--- src/sv/gfba_ram.sv ---
// Generic simple dual-port RAM: one write port, one registered read port.
// No dependencies.
module gfba_ram #(
    parameter int WIDTH = 10,
    parameter int DEPTH = 16
) (
    input  logic                     i_clk,
    input  logic                     i_wr_en,
    input  logic [$clog2(DEPTH)-1:0] i_wr_addr,
    input  logic [WIDTH-1:0]         i_wr_data,
    input  logic                     i_rd_en,
    input  logic [$clog2(DEPTH)-1:0] i_rd_addr,
    output logic [WIDTH-1:0]         o_rd_data
);

    logic [WIDTH-1:0] r_mem [DEPTH];
    logic [WIDTH-1:0] r_rd_data;

    // Write, and register the read word
    always_ff @(posedge i_clk) begin
        if (i_wr_en) begin
            r_mem[i_wr_addr] <= i_wr_data;
        end
        if (i_rd_en) begin
            r_rd_data <= r_mem[i_rd_addr];
        end
    end

    assign o_rd_data = r_rd_data;

endmodule

--- config.mk ---
export PLATFORM = sky130hd
export DESIGN_NAME = gfba_ram
export DESIGN_NICKNAME = d
export VERILOG_FILES = /design/src/sv/gfba_ram.sv
export SDC_FILE = /design/constraint.sdc
export NUM_CORES = 1
export LEC_CHECK = 0
export ABC_AREA = 1
export BUFFER_PORTS_ARGS = -buffer_cell sky130_fd_sc_hd__buf_2
export CORE_MARGIN = 2
export CORE_UTILIZATION = 61
export CTS_CLUSTER_SIZE = 12
export DETAILED_ROUTE_END_ITERATION = 10
export PLACE_DENSITY = 0.82
export SYNTH_ARGS = -nofsm -noshare
export SYNTH_HDL_FRONTEND = slang
export SYNTH_SLANG_ARGS = --single-unit
export TNS_END_PERCENT = 20
--- constraint.sdc ---
create_clock -name i_clk -period 1.5 [get_ports i_clk]
set_input_delay 0.075 -clock i_clk [delete_from_list [all_inputs] [get_ports i_clk]]
set_output_delay 0.075 -clock i_clk [all_outputs]
set_load 0.02 [all_outputs]
Word-level counts from Yosys, hierarchy flattened
Memories as Yosys holds them, arrays and structs flattened. A register that Yosys moved wholly into a read port is not among the register bits.
Index checks and enable logic that the tools add are counted.
{ "word_totals": {"ram_bits": 160, "inputBits": 21, "output_inout_bits": 10, "memories": 1, "ff_bits": 0, "elab_cells": 3} }
{ "op_classes": {"muxes": 2} }
{ "memory_table": {"columns": ["name", "words", "width", "read_ports", "rd_clocked_by_memory_dff", "write_ports", "line", "source"], "rows": [
  ["r_mem", 16, 10, 1, 1, 1, "16", "logic [WIDTH-1:0] r_mem [DEPTH];"]
]} }
{ "ops": {"columns": ["op", "count"], "rows": [
  ["$mux W1", 2]
]} }

Logic depth before layout (Yosys ltp)
Gate-level depths: netlist of the first run.
{ "logic_depth": {"word_depth": 2, "mapped_depth": 9, "mapped_depth_nobuf": 7} }

Worst setup path after synthesis of the first run
OpenSTA, ideal clock, no wires.
{ "synth_timing": {"path_type": "input -> register", "startpoint": "in i_wr_addr[2]", "endpoint": "mem r_mem[10][0] (enable)", "n_path_buf": 0, "setup_time_ns": 0.376, "t_required_ns": 1.124, "cell_stages": 2, "arrival_ns": 0.738, "setup_slack_ns": 0.385, "cell_sequence": "nand3b_1 > nor2_1"} }
{ "synth_lines": {"columns": ["item", "line", "source"], "rows": [
  ["from (decl)", "9", "input logic [$clog2(DEPTH)-1:0] i_wr_addr,"],
  ["to (decl)", "16", null]
]} }
Straight into the memory's write port.

==> impl_results.md, run 1 <==
- Hold crit path type: in2reg
- CTS clk-pin slew, worst paths: 0.06 ns
- R2r setup slk: 0.31 ns
- Cell Pwr Density: 1240 nW/um^2
- Critical Path RT: 1.67 ns
- Worst-margin pin slew: 0.775 ns
- CTS buffer count: 17
- Die ar.: 12,800 sq um
- DRC: 3
- Buffers on Ports: 30
- Synth cell types: 15
- Starting DRT DRC Count: 434
- Crit Path Max Fanout: 1
- Switch share: between 20% and 30%
- Synth warn: 0
- RSZ-0062 raised after global routing: false
- DP HPWL: 9640 um
- Violated checks: DRC
- Area share of and/or/nand/nor cells after synthesis: 20.5%
- Post-route ant nets: 0
- H-tree depth: 4
- Area grow syn2layout: 12.4%
- Critical path class: reg2reg
- Final net count: 745
- Crit share post-route: 79.2%
- P_leak: 3.54 nW
- Total GRT Usage: around a quarter
- Crit. End Element: register
- Mapped Cells: 682
- Initial antenna violation count: 0
- First-pass GRT wire length: 25,000 um
- Grt met2 use: 44.2%
- P_sw: 2.15 mW
- Internal power: between 7 and 8 mW
- Worst EP arrival: about 1.4 ns
- Clock skew: 0.00724 ns
- Cells on worst reg2reg path: 6
- Synth Register Bits: 170
- Seq/Total Area, Yosys: 70.2%
- Worst hold path depth: 1
- Largest family of logic cells by synthesized area: simple AND/OR/NAND/NOR gates
- Max-cap violations: 0
- Synth Area in Compound Gates: 0%
- Number of fill cells: approximately 740
- Root buffer cell: clkbuf_16
- Width of the die: 113 um
- Commonest non-fill, non-tap cells in the layout: nand2_1 (215), edfxtp_1 (170), inv_1 (123)
- Slew headroom: 48.2%
- Post-Synth XOR/XNOR Area: 0%
- Flop pwr share: 53.4%
- Most common cell after layout, fill and taps aside: nand2_1
- Post-CTS Repair Setup Buffers: 0
- Max Freq: 842 MHz
- Worst R2R End: o_rd_data[4]$_DFFE_PP_
- Drt wl/cell: 18.0 um
- Largest net degree at the start of global routing: 67
- CP Launch Point: r_mem[1][4]$_DFFE_PP_
- Bufs on Longest Clock Path: 2
- VDD IR-drop max: between 0.0007 and 0.0008 V
- Util after Layout: 71.0%
- Fin. max-slew vios: 0
- Clock power frac: 40.2%
- CORE AREA: 11,500 sq um
- Syn_area_per_cell: between 10 and 15 sq um
- Reg-to-Reg Start: r_mem[1][4]$_DFFE_PP_
- Global-route track usage on met3: roughly 5.2%
- Sink Count: 170
- Met1 Resource Use GR: 34.0%
- First-pass DRT Iterations: 8
- Setup TNS: 0 ns
- Hold Path End: o_rd_data[9]$_DFFE_PP_
- Final setup fails: 0
- Mapped cell area: 7270 sq um
- Cts repair resizes: 0
- Min-delay src: i_rd_en
- Routability cong.: 0.786
- Die Span Y: 113 um
- GR peak layer: met2
- Element type at the critical path start: register
- Worst skew pair latency: 0.42 ns
- Crit path time final: 1.19 ns
- Via Count: 4,844
- Vias/cell: 5.52
- # rows: 39
- Combinational share of power: 6.4%
- Initial Util: a little over three fifths
- Post-synthesis mux area share: 0%
- Status: finished with violations
- Synth Area in Adders: 0%
- Diodes inserted: 0
- GRT overflow: 0
- Fraction of layout cells with a size suffix above 1: 11.0%
- Vias in the first global route: 4,888
- I/O pins: 31
- Total wire length: 15,800 um
- Final Hold Vio Count: 0
- Synth Net Count: 703
- TritonCTS clock tree: yes
- Post-CTS Hold Fix Bufs: 0
-- flip-flops by register name (all words and copies together) (netlist names) --
signal	cells
o_rd_data	10
r_mem	160
-- power by group through the flow --
stage | clock [mW] | combinational (mW) | sequential (mW)
6_report | 4.06 | 0.651 | 5.39
5_1_grt | 4.28 | 0.720 | 5.39
4_1_cts | 4.08 | 0.651 | 5.39
3_5_place_dp | 0 | 0.641 | 5.49
3_3_place_gp | 0 | 0.615 | 5.48
2_1_floorplan | 0 | 0.369 | 5.50
-- per-layer routing --
metal / part of all wire, % / up-vias
li1: - / 2287
met1: 40 / 2304
met2: 51 / 218
met3: 6.7 / 35
met4: 2.2 / 0
met5: 0 / -
-- worst max-delay path by stage --
stage	to	slack [ns]
2_1_floorplan	r_mem[10][0]$_DFFE_PP_	0.39
3_3_place_gp	o_rd_data[0]$_DFFE_PP_	0.17
3_5_place_dp	o_rd_data[4]$_DFFE_PP_	0.07
4_1_cts	o_rd_data[4]$_DFFE_PP_	0.32
5_1_grt	o_rd_data[4]$_DFFE_PP_	0.24
6_report	o_rd_data[4]$_DFFE_PP_	0.31
-- worst max-delay path, cell delays in order, from the launching register on --
cell and delay, ns:
edfxtp_1 0.37, inv_1 0.09, nand2_1 0.06, nand3_1 0.10
nand3_1 0.12, nand3_1 0.10, nand2_1 0.10
-- synth_stat cells (all sizes together) --
cell    count  share of area [%]
nand2     215                 11
edfxtp    170                 70
inv       125                6.5
nand3     121                8.3
buf        26                2.4
nor2       17               0.88
clkbuf      5               0.28
nand3b      2               0.21
clkinv      1              0.052
-- cells by family after synthesis --
logic type,after synthesis
buffers and inverters,157
AND/OR/NAND/NOR,355
flip-flops,170
-- per-stage QoR --
step	power [mW]	setup slack (ns)	area [sq um]	hold WS, ns	cells
after floorplan	5.87	0.385	7270	0.174	682
after global placement	6.10	0.169	7630	0.461	848
after detailed placement	6.13	0.0713	7630	0.472	848
after CTS	10.1	0.322	8170	0.0371	878
after global routing	10.4	0.239	8170	0.0426	878
final	10.1	0.312	8170	0.0392	878
-- final cells by class --
class | instances | area, sq um | share of cell area [%]
Clock buffer | 19 | 433 | 5.30
Clock inverter | 11 | 106 | 1.30
Inverter | 126 | 478 | 5.85
Multi-Input combinational cell | 355 | 1490 | 18.2
Sequential cell | 170 | 5100 | 62.5
Tap cell | 143 | 179 | 2.19
Timing Repair Buffer | 54 | 380 | 4.65
No activity file was read; power rests on OpenSTA's default activity.
==> inputs of run 2 (changes only) <==
--- a/config.mk
+++ b/config.mk
@@ -8,10 +8,10 @@
 export ABC_AREA = 1
 export BUFFER_PORTS_ARGS = -buffer_cell sky130_fd_sc_hd__buf_2
 export CORE_MARGIN = 2
-export CORE_UTILIZATION = 61
+export CORE_UTILIZATION = 55
 export CTS_CLUSTER_SIZE = 12
 export DETAILED_ROUTE_END_ITERATION = 10
-export PLACE_DENSITY = 0.82
+export PLACE_DENSITY = 0.78
 export SYNTH_ARGS = -nofsm -noshare
 export SYNTH_HDL_FRONTEND = slang
 export SYNTH_SLANG_ARGS = --single-unit
==> constraint.sdc (replaced) <==
create_clock -name i_clk -period 1 [get_ports i_clk]
set_input_delay 0.05 -clock i_clk [delete_from_list [all_inputs] [get_ports i_clk]]
set_output_delay 0.05 -clock i_clk [all_outputs]
set_load 0.02 [all_outputs]
==> run 2 against run 1 <==
Against the previous run: the run ends with setup timing left; register-to-register slack lost 0.43 ns; critical path type unchanged; wire length up 2.4%; critical endpoint is now o_rd_data[2]$_DFFE_PP_; clock skew is essentially flat; design area grew 5.0%; non-clock buffer count grew 15; highest routed layer unchanged; clock-buffer cell count did not move.
==> impl_results.md, run 2 (synthesized netlist as in run 1, its figures left out) <==
- Status: finished with violations
- Violated checks: setup timing
- Area grow syn2layout: 18.0%
- Root buffer cell: clkbuf_16
- Element type at the critical path start: register
- Clock power frac: 40.4% (+0.2 points)
- Global-route track usage on met3: 6.08% (+0.83 points)
- Dpl cell area: 7830 sq um (+2.6%)
- Worst-margin pin slew: 0.354 ns (-0.422 ns)
- Met1 Resource Use GR: 30.1% (-3.9 points)
- Crit Path Max Fanout: 1 (unchanged)
- CTS buffer count: 17 (unchanged)
- Crit path time final: 1.12 ns (-0.0668 ns)
- Sink Count: 170 (unchanged)
- Routability cong.: 0.844 (+7.5%)
- Vias in the first global route: 5,006 (+2.4%)
- Clock skew: 0.00685 ns (-0.000388 ns)
- Total wire length: 16,200 um (+2.4%)
- Most common cell after layout, fill and taps aside: nand2_1
- I/O pins: 31 (unchanged)
- Critical path class: reg2reg
- Slew headroom: 76.4% (+28 points)
- Internal power: 12.0 mW (+52%)
- Grt met2 use: 42.1% (-2.0 points)
- P_sw: 3.41 mW (+58%)
- Buffers on Ports: 30 (unchanged)
- P_leak: 3.70 nW (+4.7%)
- DRC: 0 (-3)
- GR peak layer: met2
- Starting DRT DRC Count: 553 (+27%)
- Largest net degree at the start of global routing: 35 (-48%)
- Cell Pwr Density: 1800 nW/um^2 (+46%)
- H-tree depth: 4 (unchanged)
- Final net count: 760 (+2.0%)
- Crit. End Element: register
- GRT overflow: 0 (unchanged)
- Initial Util: 55.6% (-7.6 points)
- Width of the die: 119 um (+5.1%)
- Drt wl/cell: 17.4 um (-3.1%)
- Critical Path RT: 1.19 ns (-0.48 ns)
- RSZ-0062 raised after global routing: true
- CORE AREA: 13,100 sq um (+14%)
- Crit share post-route: 112% (+33 points)
- Max reg flops: 160 (unchanged)
- Post-route insts no fill: 928 (+5.7%)
- Post-Layout Inst Area: 8580 sq um (+5.0%)
- Post-CTS Repair Setup Buffers: 0 (unchanged)
- CTS clk-pin slew, worst paths: 0.07 ns (about the same)
- First-pass GRT wire length: 26,100 um (+4.4%)
- Initial antenna violation count: 0 (unchanged)
- Diodes inserted: 0 (unchanged)
- Post-route ant nets: 0 (unchanged)
- Flop pwr share: 52.2% (-1.2 points)
- Largest reg by FF count: r_mem
- Placed cells: 895 (+5.5%)
- DP HPWL: 9890 um (+2.6%)
- Worst EP arrival: 1.31 ns (-0.05 ns)
- Max Freq: 892 MHz (+6.0%)
- First-pass DRT Iterations: 5 (-3)
- Max-cap violations: 0 (unchanged)
- Fin worst setup slack: -0.121 ns (-0.433 ns)
- Die ar.: 14,200 sq um (+11%)
- Fin. max-slew vios: 0 (unchanged)
- Worst skew pair latency: 0.43 ns (about the same)
- Fraction of layout cells with a size suffix above 1: 18.1% (+7.1 points)
- Hold crit path type: in2reg
- # rows: 42 (+7.7%)
- TritonCTS clock tree: yes
- Commonest non-fill, non-tap cells in the layout: nand2_1 (211), edfxtp_1 (170), inv_1 (120)
- Bufs on Longest Clock Path: 2 (unchanged)
- Combinational share of power: 7.3% (+0.9 points)
- Vias/cell: 5.34 (-3.2%)
- Worst hold slack: 0.00443 ns (-0.0348 ns)
- Setup TNS: -0.906 ns (-0.906 ns)
- Final setup fails: 16 (+16)
- Via Count: 4,956 (+2.3%)
- Total GRT Usage: 24.9% (-1.4 points)
- Final Power: 15.4 mW (+53%)
- Die Span Y: 119 um (+5.1%)
- VDD IR-drop max: 0.00122 V (+59%)
- Final Hold Vio Count: 0 (unchanged)
- Switch share: 22.1% (+0.72 points)
## run 2: per-stage QoR
| step | util, % | setup slack [ns] |
|---|---|---|
| 2_1_floorplan | - | -0.0896 |
| 3_3_place_gp | 59.8 | -0.191 |
| 3_5_place_dp | 59.8 | -0.231 |
| 4_1_cts | 64.9 | -0.0843 |
| 5_1_grt | 65.6 | -0.155 |
| 6_report | 65.6 | -0.121 |
## run 2: critical path, cell delays in order (launching register included)
cell and delay [ns]:
edfxtp_1 0.38, inv_1 0.07, nand2_1 0.04, nand3_1 0.10, nand3_2 0.11, nand3_4 0.11, nand2_2 0.06
## run 2: final timing paths
path,cells past startpoint,endpoint,from,slack [ns]
worst min register to register,6,o_rd_data[6]$_DFFE_PP_,r_mem[10][6]$_DFFE_PP_,0.76
worst max-delay path,6,o_rd_data[2]$_DFFE_PP_,r_mem[7][2]$_DFFE_PP_,-0.12
worst min-delay path,1,r_mem[9][1]$_DFFE_PP_,i_wr_data[1],0.004
worst max register to register,6,o_rd_data[2]$_DFFE_PP_,r_mem[7][2]$_DFFE_PP_,-0.12
## run 2: layout make-up
cell class	count	area, sq um
Inverter	126	478
Tap cell	176	220
Multi-Input combinational cell	355	1670
Timing Repair Buffer	69	546
Clock inverter	13	126
Clock buffer	19	433
Sequential cell	170	5100
Fill cell	887	4500
## run 2: power by group through the flow
stage / clock network (mW) / registers, mW / logic (mW)
2_1_floorplan: 0 / 8.26 / 0.553
3_3_place_gp: 0 / 8.21 / 1.00
3_5_place_dp: 0 / 8.22 / 1.04
4_1_cts: 6.30 / 8.07 / 1.09
5_1_grt: 6.58 / 8.08 / 1.24
6_report: 6.24 / 8.07 / 1.13
## run 2: per-layer routing
layer	part of all wire (%)	wire [um]
met1	40	6490
met2	50	8150
met3	5.5	896
met4	3.9	631
met5	0	0
## run 2: repair_timing
item	in CTS	in global routing
endpoints found under the hold margin	10	0
endpoints found under the setup margin	20	20
hold buffers	1	0
pin swaps	15	13
resized for setup	19	22
